**src/rtl/core/vgg_pkg.sv**
```systemverilog
`timescale 1ns / 1ps
// ----------------------------------------------------------------------------
// vgg_pkg
// Shared types, register codes and reset values of the vector glyph generator.
// ----------------------------------------------------------------------------
package vgg_pkg;

	// grid size defaults
	localparam int GRID_ROWS_DEF = 64;
	localparam int GRID_COLS_DEF = 64;

	// depth of the queue between front and back
	localparam int QUEUE_DEPTH = 4;

	// configuration port widths
	localparam int CFG_IDX_W  = 3;
	localparam int CFG_DATA_W = 32;

	// register reset values
	localparam logic [14:0] LIMIT_RST     = 15'd256;
	localparam logic [23:0] CELL_SIZE_RST = 24'd65536;
	localparam logic [23:0] SLOW_RST      = 24'h0000FF;
	localparam logic [23:0] FAST_RST      = 24'hFF0000;

	// register indexes
	typedef enum logic [CFG_IDX_W-1:0] {
		CFG_LIMIT     = 3'd0,
		CFG_ORIGIN_X  = 3'd1,
		CFG_ORIGIN_Y  = 3'd2,
		CFG_CELL_SIZE = 3'd3,
		CFG_SLOW      = 3'd4,
		CFG_FAST      = 3'd5
	} cfg_idx_t;

	// one input beat
	typedef struct packed {
		logic        [9:0]  cell_row;
		logic        [9:0]  cell_col;
		logic signed [15:0] vec_x;
		logic signed [15:0] vec_y;
	} in_item_t;

	// one result beat
	typedef struct packed {
		logic signed [15:0] clamped_x;
		logic signed [15:0] clamped_y;
		logic        [14:0] strength;
		logic signed [39:0] tail_x;
		logic signed [39:0] tail_y;
		logic signed [39:0] head_x;
		logic signed [39:0] head_y;
		logic        [7:0]  red;
		logic        [7:0]  green;
		logic        [7:0]  blue;
	} out_item_t;

	// configuration register file
	typedef struct packed {
		logic        [14:0] strength_limit;
		logic signed [31:0] origin_x;
		logic signed [31:0] origin_y;
		logic        [23:0] cell_size;
		logic        [23:0] slow_color;
		logic        [23:0] fast_color;
	} cfg_t;

	// classified item held in the queue
	typedef struct packed {
		logic signed [15:0] vec_x;
		logic signed [15:0] vec_y;
		logic        [31:0] sum_sq;
		logic signed [39:0] tail_x;
		logic signed [39:0] tail_y;
	} q_item_t;

endpackage

```
**src/rtl/core/vgg_queue.sv**
```systemverilog
`timescale 1ns / 1ps
// ----------------------------------------------------------------------------
// vgg_queue
// Small register queue that decouples the front from the back.
// ----------------------------------------------------------------------------
module vgg_queue #(
	parameter int DEPTH = vgg_pkg::QUEUE_DEPTH
) (
	input  logic             clk,
	input  logic             arst_n,
	input  logic             push,
	input  vgg_pkg::q_item_t wdata,
	output logic             full,
	input  logic             pop,
	output vgg_pkg::q_item_t rdata,
	output logic             nonempty
);
	import vgg_pkg::*;

	localparam int AW = (DEPTH > 1) ? $clog2(DEPTH) : 1;
	localparam int CW = $clog2(DEPTH + 1);

	q_item_t         mem_q [DEPTH];
	logic [AW-1:0]   wr_ptr_q;
	logic [AW-1:0]   rd_ptr_q;
	logic [CW-1:0]   count_q;

	assign full     = (count_q == CW'(DEPTH));
	assign nonempty = (count_q != '0);
	assign rdata    = mem_q[rd_ptr_q];

	// pointers and fill level
	always_ff @(posedge clk or negedge arst_n) begin
		if (!arst_n) begin
			wr_ptr_q <= '0;
			rd_ptr_q <= '0;
			count_q  <= '0;
		end else begin
			if (push)
				wr_ptr_q <= (wr_ptr_q == AW'(DEPTH - 1)) ? '0 : wr_ptr_q + 1'b1;
			if (pop)
				rd_ptr_q <= (rd_ptr_q == AW'(DEPTH - 1)) ? '0 : rd_ptr_q + 1'b1;
			if (push && !pop)
				count_q <= count_q + 1'b1;
			else if (pop && !push)
				count_q <= count_q - 1'b1;
		end
	end

	// storage
	always_ff @(posedge clk) begin
		if (push)
			mem_q[wr_ptr_q] <= wdata;
	end

endmodule

```
**config.mk**
```make
export PLATFORM = sky130hd
export DESIGN_NAME = vgg_queue
export DESIGN_NICKNAME = d
export VERILOG_FILES = /design/src/rtl/core/vgg_pkg.sv /design/src/rtl/core/vgg_queue.sv
export SDC_FILE = /design/constraint.sdc
export NUM_CORES = 1
export LEC_CHECK = 0
export BUFFER_PORTS_ARGS = -buffer_cell sky130_fd_sc_hd__buf_4
export CAP_MARGIN = 40
export CORE_MARGIN = 8
export CORE_UTILIZATION = 43
export DETAILED_ROUTE_END_ITERATION = 8
export GPL_TIMING_DRIVEN = 0
export PLACE_DENSITY = 0.65
export SLEW_MARGIN = 20
export SYNTH_ARGS = -nofsm -noshare
export SYNTH_HDL_FRONTEND = slang
export SYNTH_SLANG_ARGS = --single-unit
```
**constraint.sdc**
```tcl
create_clock -name clk -period 4.6 [get_ports clk]
set_input_delay 0.69 -clock clk [delete_from_list [all_inputs] [get_ports clk]]
set_output_delay 0.69 -clock clk [all_outputs]
set_load 0.05 [all_outputs]
```
==> reports/summary.log <==
qor: clocking.cts_htree_levels 2
qor: floorplan.initial_utilization 43.46%
qor: sta.worst_slew_margin_rel 56.01%
qor: floorplan.core 48,750 um2
qor: route.drt_drc_violations_left 0
qor: worst_setup_path.r2r_slack 2.41 ns
qor: logic_synthesis.netlist_area 21,190 um2
qor: cells_and_area.utilization 53.99%
qor: grt.grt_max_degree 44
qor: sta.setup_repair_after_global_routing_missed_its_margin no
qor: sta.final_hold_fails 0
qor: cells_and_area.nets 1,311
qor: worst_setup_path.critical_path_depth 5
qor: sta.setup_viol 0
qor: logic_synthesis.postSynthNetCount 944
qor: sta.finalClockSkew 0.01738 ns
qor: run.max_cap_violations 0
qor: route.dr.first_iter.drc_count 600
qor: route.routed_wire_length_per_instance 23.14 um
qor: logic_synthesis.synth-seq-cells 583
qor: power_and_ir_drop.power.ir.vdd_worst 0.4645 mV
qor: clocking.cts-root-buf sky130_fd_sc_hd__clkbuf_16
qor: cells_and_area.final_layout_size_suffix_gt1_share 47.24%
qor: floorplan.die-width 238.0 um
qor: clocking.cts_setup_buffers 0
qor: route.ant_nets 0
qor: clocking.clk_latency 0.59 ns
qor: clocking.cts-resized-gates 0
qor: route.first_pass_iters 4
qor: clocking.path_clk_slew 0.06 ns
qor: worst_setup_path.cp_cell_sequence buf_2 -> buf_2 -> buf_2 -> mux4_2 -> buf_4
qor: route.drt_wl_total 43,080 um
qor: sta.hold-worst-slack 0.2925 ns
qor: worst_setup_path.crit_end rdata[85]
qor: clocking.maximum_buffer_depth_of_the_clock_tree 3
qor: placed_design.place_congestion 0.6958
qor: worst_setup_path.cp_data_arrival_time 2.65 ns
qor: placed_design.port_buffers 293
qor: worst_setup_path.worstPathBufferInverterCount 4
qor: clocking.cts_hold_repair.buffers 1
qor: route.routed-via-count 9,435
qor: grt.globalRoute.totalOverflow 0
qor: sta.slew_violations 0
qor: worst_setup_path.regToRegEndpoint mem_q[2][16]
qor: power_and_ir_drop.p_leak 8.969 nW
qor: clocking.tritoncts_num_sinks 583
qor: worst_setup_path.worstReg2RegStart wr_ptr_q[0]
qor: grt.first_pass_grt_wire_length 64,590 um
qor: worst_setup_path.critical_path_required 3.91 ns
qor: placed_design.post_placement_cell_count 1,759
qor: sta.layout_setup_ws 1.263 ns
qor: worst_setup_path.crit_top_cell sky130_fd_sc_hd__buf_2
qor: grt.first_global_vias 10,259
qor: logic_synthesis.synth_seq_area_share 82.46%
qor: sta.tns_setup 0 ns
qor: grt.grtUsageTotal 15.10%
qor: power_and_ir_drop.power_density 728.4 nW/um2
qor: logic_synthesis.post_synth_num_cell_types 19
qor: sta.final_period_minus_worst_setup_slack 3.337 ns
qor: worst_setup_path.critPathLaunchType register
qor: sta.fmax 299.7 MHz
qor: worst_hold_path.worst_hold_path_type input port to register
qor: floorplan.pin_count 294
qor: clocking.cts_bufs_inserted 58
qor: floorplan.rows 81
qor: logic_synthesis.syn-mean-instance-area 26.85 um2
qor: floorplan.fp.dieArea 56,630 um2
qor: worst_setup_path.cpPeakStageDelay 0.41 ns
qor: run_status.run_status finished, final reports clean
qor: route.drt-vias-per-instance 5.067
qor: worst_setup_path.setup.worst_path.start rd_ptr_q[1]
qor: placed_design.place_ws 1.779 ns
qor: worst_setup_path.crit_path_top_delay_cell sky130_fd_sc_hd__buf_2
qor: placed_design.detailedPlacementHpwl 27,990 um
qor: sta.max_slew.worst_pin.slew 0.6598 ns
qor: cells_and_area.area.growth.synth_to_final 24.21%
qor: grt.grt_antenna_before_repair 3
qor: logic_synthesis.synth-warning-count 0
qor: worst_setup_path.end_kind primary output
qor: logic_synthesis.syn-instance-count 789
qor: worst_setup_path.setup.worst_path.class register to primary output
qor: worst_setup_path.critical_path_fanout_max 10
qor: sta.min_period_over_period 72.54%
qor: floorplan.die_h 238.0 um
qor: worst_setup_path.crit_family buffers and inverters
qor: cells_and_area.number_of_standard_cells_in_the_final_layout_excluding_fillers 1,862
qor: clocking.tritoncts built
qor: worst_setup_path.r2r_cells 5
[worst min path at each step]
stage / from / end / slack, ns / cells past startpoint
5_1_grt: wdata[115] / mem_q[2][115] / 0.25 / 1
3_5_place_dp: count_q[2] / count_q[2] / 0.50 / 1
6_report: wdata[74] / mem_q[2][74] / 0.29 / 1
3_3_place_gp: count_q[2] / count_q[2] / 0.46 / 1
2_1_floorplan: arst_n / count_q[0] / 0.39 / 0
4_1_cts: wdata[84] / mem_q[2][84] / 0.24 / 1
[sequential cells by signal, indices dropped and copies added, names as in the netlist]
name      cells
wr_ptr_q      2
mem_q       576
rd_ptr_q      2
count_q       3
[stage by stage]
| step | cell area, um2 | total power [mW] |
|---|---|---|
| after floorplan | 21190 | 12.68 |
| after global placement | 24220 | 15.11 |
| after detailed placement | 24540 | 15.07 |
| after CTS | 26310 | 19.51 |
| after global routing | 26310 | 19.96 |
| final | 26320 | 19.17 |
[synthesized netlist by cell type]
cell type / instances / area [um2]
sky130_fd_sc_hd__buf_1: 2 / 7.510
sky130_fd_sc_hd__buf_4: 6 / 45.04
sky130_fd_sc_hd__dfrtp_1: 7 / 175.2
sky130_fd_sc_hd__buf_6: 10 / 112.6
sky130_fd_sc_hd__xnor2_1: 1 / 8.760
sky130_fd_sc_hd__and2_1: 4 / 25.02
sky130_fd_sc_hd__mux2_2: 3 / 33.78
sky130_fd_sc_hd__edfxtp_1: 576 / 17300
sky130_fd_sc_hd__buf_2: 14 / 70.07
sky130_fd_sc_hd__nor3b_1: 1 / 7.510
sky130_fd_sc_hd__mux4_2: 144 / 3243
sky130_fd_sc_hd__inv_1: 4 / 15.01
sky130_fd_sc_hd__or3_1: 1 / 6.260
sky130_fd_sc_hd__xor2_1: 2 / 17.52
sky130_fd_sc_hd__nand2_1: 2 / 7.510
sky130_fd_sc_hd__ha_1: 6 / 75.07
sky130_fd_sc_hd__o21ai_0: 2 / 10.01
sky130_fd_sc_hd__fa_1: 1 / 20.02
sky130_fd_sc_hd__nor2_1: 3 / 11.26
[where the power goes]
part	leakage (nW)	internal, mW	total (mW)	switching (mW)
combinational	2.72	2.69	7.81	5.12
clock	0.873	2.55	4.40	1.85
sequential	5.37	6.79	6.96	0.170
total	8.97	12.0	19.2	7.14
[layout by cell type (no fill, tap or decap), types with 10 or more instances in the layout]
master	n
sky130_fd_sc_hd__buf_2	14
sky130_fd_sc_hd__clkbuf_1	11
sky130_fd_sc_hd__clkinv_1	11
sky130_fd_sc_hd__buf_4	299
sky130_fd_sc_hd__buf_6	10
sky130_fd_sc_hd__clkinv_2	13
sky130_fd_sc_hd__clkbuf_16	59
sky130_fd_sc_hd__edfxtp_1	576
sky130_fd_sc_hd__mux4_2	144
[routing by layer]
metal,track usage [%],vias to the layer above,wire length [um]
li1,-,4170,-
met1,19.59,4941,17950
met2,24.27,266,20870
met3,5.111,54,3446
met4,4.224,4,794
met5,0,-,27
[cell families after synthesis]
kind of cell / synth area share, %
adders and majority gates: 0.4488
and+or+nand+nor: 0.2717
AOI/OAI and AO/OA: 0.04724
buffers and inverters: 1.181
xor gates and xnor gates: 0.1240
muxes: 15.47
DFF: 82.46
[final cells by class]
class                   count  area, um2
diodes                      2      5.005
plain buffers              32      235.2
clock buffers              70       1518
clock inverters            30      244.0
fillers                  3730      22430
inverters                   4      15.01
multi-input cells         170       3476
flip-flops and latches    583      17470
well taps                 664      830.8
repair buffers            307       2522
(Power assumes the default switching activity.)
