[config.mk]
export PLATFORM = sky130hd
export DESIGN_NAME = vgg_front_flat
export DESIGN_NICKNAME = d
export VERILOG_FILES = /design/src/rtl/core/vgg_pkg.sv /design/src/rtl/core/vgg_if.sv /design/src/rtl/core/vgg_front.sv /design/src/flat_wrapper.sv
export SDC_FILE = /design/constraint.sdc
export NUM_CORES = 2
export LEC_CHECK = 0
export BUFFER_PORTS_ARGS = -buffer_cell sky130_fd_sc_hd__clkbuf_2
export CELL_PAD_IN_SITES_DETAIL_PLACEMENT = 1
export CELL_PAD_IN_SITES_GLOBAL_PLACEMENT = 1
export CORE_MARGIN = 2
export CORE_UTILIZATION = 50
export CTS_BUF_LIST = sky130_fd_sc_hd__clkbuf_8
export DETAILED_ROUTE_END_ITERATION = 10
export PLACE_DENSITY = 0.91
export SYNTH_ARGS = -nofsm -noshare
export SYNTH_HDL_FRONTEND = slang
export SYNTH_SLANG_ARGS = --single-unit
export TNS_END_PERCENT = 1
[constraint.sdc]
create_clock -name clk -period 13.53 [get_ports clk]
set_clock_uncertainty 0.15 [all_clocks]
set_input_delay 1.353 -clock clk [delete_from_list [all_inputs] [get_ports clk]]
set_output_delay 1.353 -clock clk [all_outputs]
set_load 0.01 [all_outputs]
[src/rtl/core/vgg_pkg.sv]
`timescale 1ns / 1ps
// ----------------------------------------------------------------------------
// vgg_pkg
// Shared types, register codes and reset values of the vector glyph generator.
// ----------------------------------------------------------------------------
package vgg_pkg;

	// grid size defaults
	localparam int GRID_ROWS_DEF = 64;
	localparam int GRID_COLS_DEF = 64;

	// depth of the queue between front and back
	localparam int QUEUE_DEPTH = 4;

	// configuration port widths
	localparam int CFG_IDX_W  = 3;
	localparam int CFG_DATA_W = 32;

	// register reset values
	localparam logic [14:0] LIMIT_RST     = 15'd256;
	localparam logic [23:0] CELL_SIZE_RST = 24'd65536;
	localparam logic [23:0] SLOW_RST      = 24'h0000FF;
	localparam logic [23:0] FAST_RST      = 24'hFF0000;

	// register indexes
	typedef enum logic [CFG_IDX_W-1:0] {
		CFG_LIMIT     = 3'd0,
		CFG_ORIGIN_X  = 3'd1,
		CFG_ORIGIN_Y  = 3'd2,
		CFG_CELL_SIZE = 3'd3,
		CFG_SLOW      = 3'd4,
		CFG_FAST      = 3'd5
	} cfg_idx_t;

	// one input beat
	typedef struct packed {
		logic        [9:0]  cell_row;
		logic        [9:0]  cell_col;
		logic signed [15:0] vec_x;
		logic signed [15:0] vec_y;
	} in_item_t;

	// one result beat
	typedef struct packed {
		logic signed [15:0] clamped_x;
		logic signed [15:0] clamped_y;
		logic        [14:0] strength;
		logic signed [39:0] tail_x;
		logic signed [39:0] tail_y;
		logic signed [39:0] head_x;
		logic signed [39:0] head_y;
		logic        [7:0]  red;
		logic        [7:0]  green;
		logic        [7:0]  blue;
	} out_item_t;

	// configuration register file
	typedef struct packed {
		logic        [14:0] strength_limit;
		logic signed [31:0] origin_x;
		logic signed [31:0] origin_y;
		logic        [23:0] cell_size;
		logic        [23:0] slow_color;
		logic        [23:0] fast_color;
	} cfg_t;

	// classified item held in the queue
	typedef struct packed {
		logic signed [15:0] vec_x;
		logic signed [15:0] vec_y;
		logic        [31:0] sum_sq;
		logic signed [39:0] tail_x;
		logic signed [39:0] tail_y;
	} q_item_t;

endpackage

[src/rtl/core/vgg_if.sv]
`timescale 1ns / 1ps
// ----------------------------------------------------------------------------
// vgg_if
// Valid/ready channels of the vector glyph generator: input, result, config.
// ----------------------------------------------------------------------------
interface vgg_in_if;
	import vgg_pkg::*;
	logic     valid;
	logic     ready;
	in_item_t data;
	modport source (output valid, output data, input ready);
	modport sink (input valid, input data, output ready);
endinterface


[src/rtl/core/vgg_front.sv]
`timescale 1ns / 1ps
// ----------------------------------------------------------------------------
// vgg_front
// Accepts cell beats, saturates indexes, squares the vector and places the
// cell centre, then hands the classified item to the queue.
// ----------------------------------------------------------------------------
module vgg_front #(
	parameter int GRID_ROWS = vgg_pkg::GRID_ROWS_DEF,
	parameter int GRID_COLS = vgg_pkg::GRID_COLS_DEF
) (
	input  logic             clk,
	input  logic             arst_n,
	input  vgg_pkg::cfg_t    cfg,
	vgg_in_if.sink           item,
	output logic             push,
	output vgg_pkg::q_item_t push_data,
	input  logic             full
);
	import vgg_pkg::*;

	logic               v_s1;
	logic signed [15:0] vx_s1;
	logic signed [15:0] vy_s1;
	logic        [30:0] sqx_s1;
	logic        [30:0] sqy_s1;
	logic        [33:0] colp_s1;
	logic        [33:0] rowp_s1;

	logic        [9:0]  row_sat;
	logic        [9:0]  col_sat;
	logic signed [31:0] sqx_full;
	logic signed [31:0] sqy_full;
	logic               load;
	logic        [22:0] half_cell;

	assign item.ready = !v_s1 || !full;
	assign load       = item.valid && item.ready;
	assign push       = v_s1 && !full;

	// clip indexes to the grid
	assign row_sat = (int'(item.data.cell_row) >= GRID_ROWS) ? 10'(GRID_ROWS - 1)
	                                                         : item.data.cell_row;
	assign col_sat = (int'(item.data.cell_col) >= GRID_COLS) ? 10'(GRID_COLS - 1)
	                                                         : item.data.cell_col;

	// squares of the components
	assign sqx_full = item.data.vec_x * item.data.vec_x;
	assign sqy_full = item.data.vec_y * item.data.vec_y;

	always_ff @(posedge clk or negedge arst_n) begin
		if (!arst_n)
			v_s1 <= 1'b0;
		else if (load)
			v_s1 <= 1'b1;
		else if (push)
			v_s1 <= 1'b0;
	end

	// products registered ahead of the queue
	always_ff @(posedge clk) begin
		if (load) begin
			vx_s1   <= item.data.vec_x;
			vy_s1   <= item.data.vec_y;
			sqx_s1  <= sqx_full[30:0];
			sqy_s1  <= sqy_full[30:0];
			colp_s1 <= 34'(col_sat) * 34'(cfg.cell_size);
			rowp_s1 <= 34'(row_sat) * 34'(cfg.cell_size);
		end
	end

	// cell centre and squared length
	assign half_cell = cfg.cell_size[23:1];

	always_comb begin
		push_data.vec_x  = vx_s1;
		push_data.vec_y  = vy_s1;
		push_data.sum_sq = 32'(sqx_s1) + 32'(sqy_s1);
		push_data.tail_x = {{8{cfg.origin_x[31]}}, cfg.origin_x} + {6'b0, colp_s1}
		                   + {17'b0, half_cell};
		push_data.tail_y = {{8{cfg.origin_y[31]}}, cfg.origin_y} - {6'b0, rowp_s1}
		                   - {17'b0, half_cell};
	end

endmodule

[src/flat_wrapper.sv]
// flat-port wrapper written by rule: the top's interface ports become plain ports
module vgg_front_flat import vgg_pkg::*;
#(
	parameter int GRID_ROWS = vgg_pkg::GRID_ROWS_DEF,
	parameter int GRID_COLS = vgg_pkg::GRID_COLS_DEF
)
  (clk, arst_n, cfg, push, push_data, full, item_valid, item_data, item_ready);
  vgg_in_if item_i ();
  input  logic clk;
  input  logic arst_n;
  input  vgg_pkg::cfg_t cfg;
  output logic push;
  output vgg_pkg::q_item_t push_data;
  input  logic full;
  input wire logic [$bits(item_i.valid)-1:0] item_valid;
  input wire logic [$bits(item_i.data)-1:0] item_data;
  output wire logic [$bits(item_i.ready)-1:0] item_ready;
  assign item_i.valid = item_valid;
  assign item_i.data = item_data;
  assign item_ready = item_i.ready;
  vgg_front #(.GRID_ROWS(GRID_ROWS), .GRID_COLS(GRID_COLS)) u_core (.clk(clk), .arst_n(arst_n), .cfg(cfg), .item(item_i), .push(push), .push_data(push_data), .full(full));
endmodule
==> run metrics <==
core area=0.08501 mm²; Total Wirelength=130300 µm; Worst Setup End Kind=flip-flop; Final ANT Viol Nets=0; f_max=0.1206 GHz; register bit total from synthesis=159; RSZ-0062 raised after global routing=false; total congestion overflow=0; row count=107; DP HPWL=110700 µm; Critical Path Start=item_data[31]; Final nets=6464; die height=296.8 µm; final setup vio count=0; Synth top area share=38.21%; GP Congestion=0.9055; Data required, critical path=13.86 ns; Worst EP arrival=8.62 ns; worst-path fanout max=23; filler cell count=10000; register area=0.004770 mm²; Critical R2R Launch=u_core.v_s1$_DFFE_PN0P_; number of synthesized flops with an enable pin=158; Synth cell types=78; CTS resizes=0; largest net degree at the start of global routing=69; syn_area_per_cell=9.332 µm²; hold crit path type=in -> async; multi-input logic area=0.03445 mm²; post-synthesis sequential area ratio=11.13%; die width=296.8 µm; first-pass GRT wire length=211600 µm; kind of critical path=in -> reg; vias in the first global route=40810; most frequent cells in the layout=inv_1, fa_1, ha_1; die area=0.08808 mm²; area leader, netlist=fa_1; Final min period=8.295 ns; Port Buffers=289; io pins=353; initial antenna violation count=3; Clock Latency Late Sink=0.58 ns; vias=34030; drt drc=0; Worst-path clk slew=0.13 ns; vias per cell=5.530; Max clock buf depth=2; Area Growth Syn to Fin=8.620%; Post-CTS Setup Repair Bufs=0; Max-Cap Viols=0; Post-Syn Area=0.04286 mm²; H-tree Lvls=4; CTS tree=built; CTS Hold Bufs=0; clock sink count=159; Worst-Margin Slew=1.106 ns; Final Cycle Share=61.31%; final setup TNS=0 ns; clk root buf=clkbuf_8; Avg WL per Cell=21.18 µm; Yosys warning count=0; layout cells sized above 1=7.351%; max-slew violations=0; status=completed; CP Launch Type=primary input; Starting Density=50.42%; Synth Flop Type=edfxtp_1; top post-synthesis cells by area=fa_1, ha_1, edfxtp_1; Initial DRT Pass Iterations=5; Max-slew headroom=26.30%; final hold vios=0; initial DRC count=1496; ys async rst share=0.6289%; synthesized instance count=4593; all-layer global routing usage=30.57%; Num CTS Buffers=17; commonest non-fill, non-tap cell in the layout=inv_1
## worst paths after layout
path	endpoint	slack, ns	cells after the start
hold reg to reg	u_core.v_s1$_DFFE_PN0P_	0.41	2
setup / recovery	u_core.sqx_s1[30]$_DFFE_PP_	5.23	22
hold / removal	u_core.v_s1$_DFFE_PN0P_	0.37	1
max in group asynchronous	u_core.v_s1$_DFFE_PN0P_	12.77	1
setup reg to reg	u_core.colp_s1[23]$_DFFE_PP_	11.05	3
min in group clk	u_core.v_s1$_DFFE_PN0P_	0.41	2
## state kept, by name, indices dropped and copies added, names as in the netlist
register	flops
u_core.colp_s1	34
u_core.vx_s1	15
u_core.v_s1	1
u_core.rowp_s1	34
u_core.sqx_s1	30
u_core.sqy_s1	30
u_core.vy_s1	15
## cell type report
class,instances,share of cell area (%)
sequential,159,10.24
antenna,3,0.01612
timing repair buffer,298,3.252
multi-input combinational,3468,74.00
inverter,1049,8.457
tap,1144,3.074
clock inverter,15,0.4515
clock buffer,17,0.5026
## metrics by stage
step                      hold WS (ns)  utilization, %  instances  instance area, µm²  setup slack (ns)
final                           0.3713           54.76       6153               46560             5.235
after global routing            0.3290           54.76       6153               46560             4.801
after CTS                       0.3003           54.76       6150               46550             5.294
after detailed placement        0.3976           54.23       6118               46110             4.699
after global placement          0.3465           54.23       6118               46110             5.204
after floorplan                 0.3889               -       4783               43580             5.705
## routing by layer
| metal | part of all wire, % | global-route usage, % | vias up |
|---|---|---|---|
| met2 | 56 | 59.28 | 1110 |
| li1 | - | - | 14990 |
| met5 | 0 | 0 | - |
| met4 | 7.0 | 20.24 | 0 |
| met1 | 33 | 30.03 | 17380 |
| met3 | 4.0 | 4.016 | 551 |
## critical path, cell delays in order
cell	delay (ns)
clkbuf_2	0.41
clkinv_1	0.49
nor2_1	0.28
fa_1	0.54
inv_1	0.20
fa_1	0.47
fa_1	0.54
fa_1	0.52
fa_1	0.55
inv_1	0.05
fa_1	0.46
ha_1	0.39
a21o_1	0.22
a21oi_1	0.16
o21bai_1	0.08
a21o_1	0.19
a211oi_1	0.34
o21ai_0	0.25
a21oi_1	0.26
o21ai_0	0.20
or4_1	0.50
nand3_1	0.13
## logic make-up (layout without fill, tap and decap cells)
group / count (synthesis) / after routing / share of synthesized area, %
AOI/OAI and AO/OA: 651 / 651 / 9.954
xor gates and xnor gates: 280 / 280 / 5.721
adders and majority gates: 1264 / 1264 / 51.22
buffers and inverters: 1156 / 1379 / 10.17
DFF: 159 / 159 / 11.13
muxes: 4 / 4 / 0.09925
other: 2 / 195 / 0.01752
and+or+nand+nor: 1077 / 1077 / 11.69
## cells in the mapped netlist (57+ instances only)
cell type and number:
a21o_1 106, edfxtp_1 158, o21ai_0 98, xor2_1 80
ha_1 446, nand2_1 425, nand2b_1 57, and2_1 135
nor2_1 247, inv_1 1047, xnor2_1 200, fa_1 818
clkbuf_1 101, a21oi_1 207
Power is not shown: default switching activity piles up to over one toggle a cycle in this logic, so the estimate is an artifact.
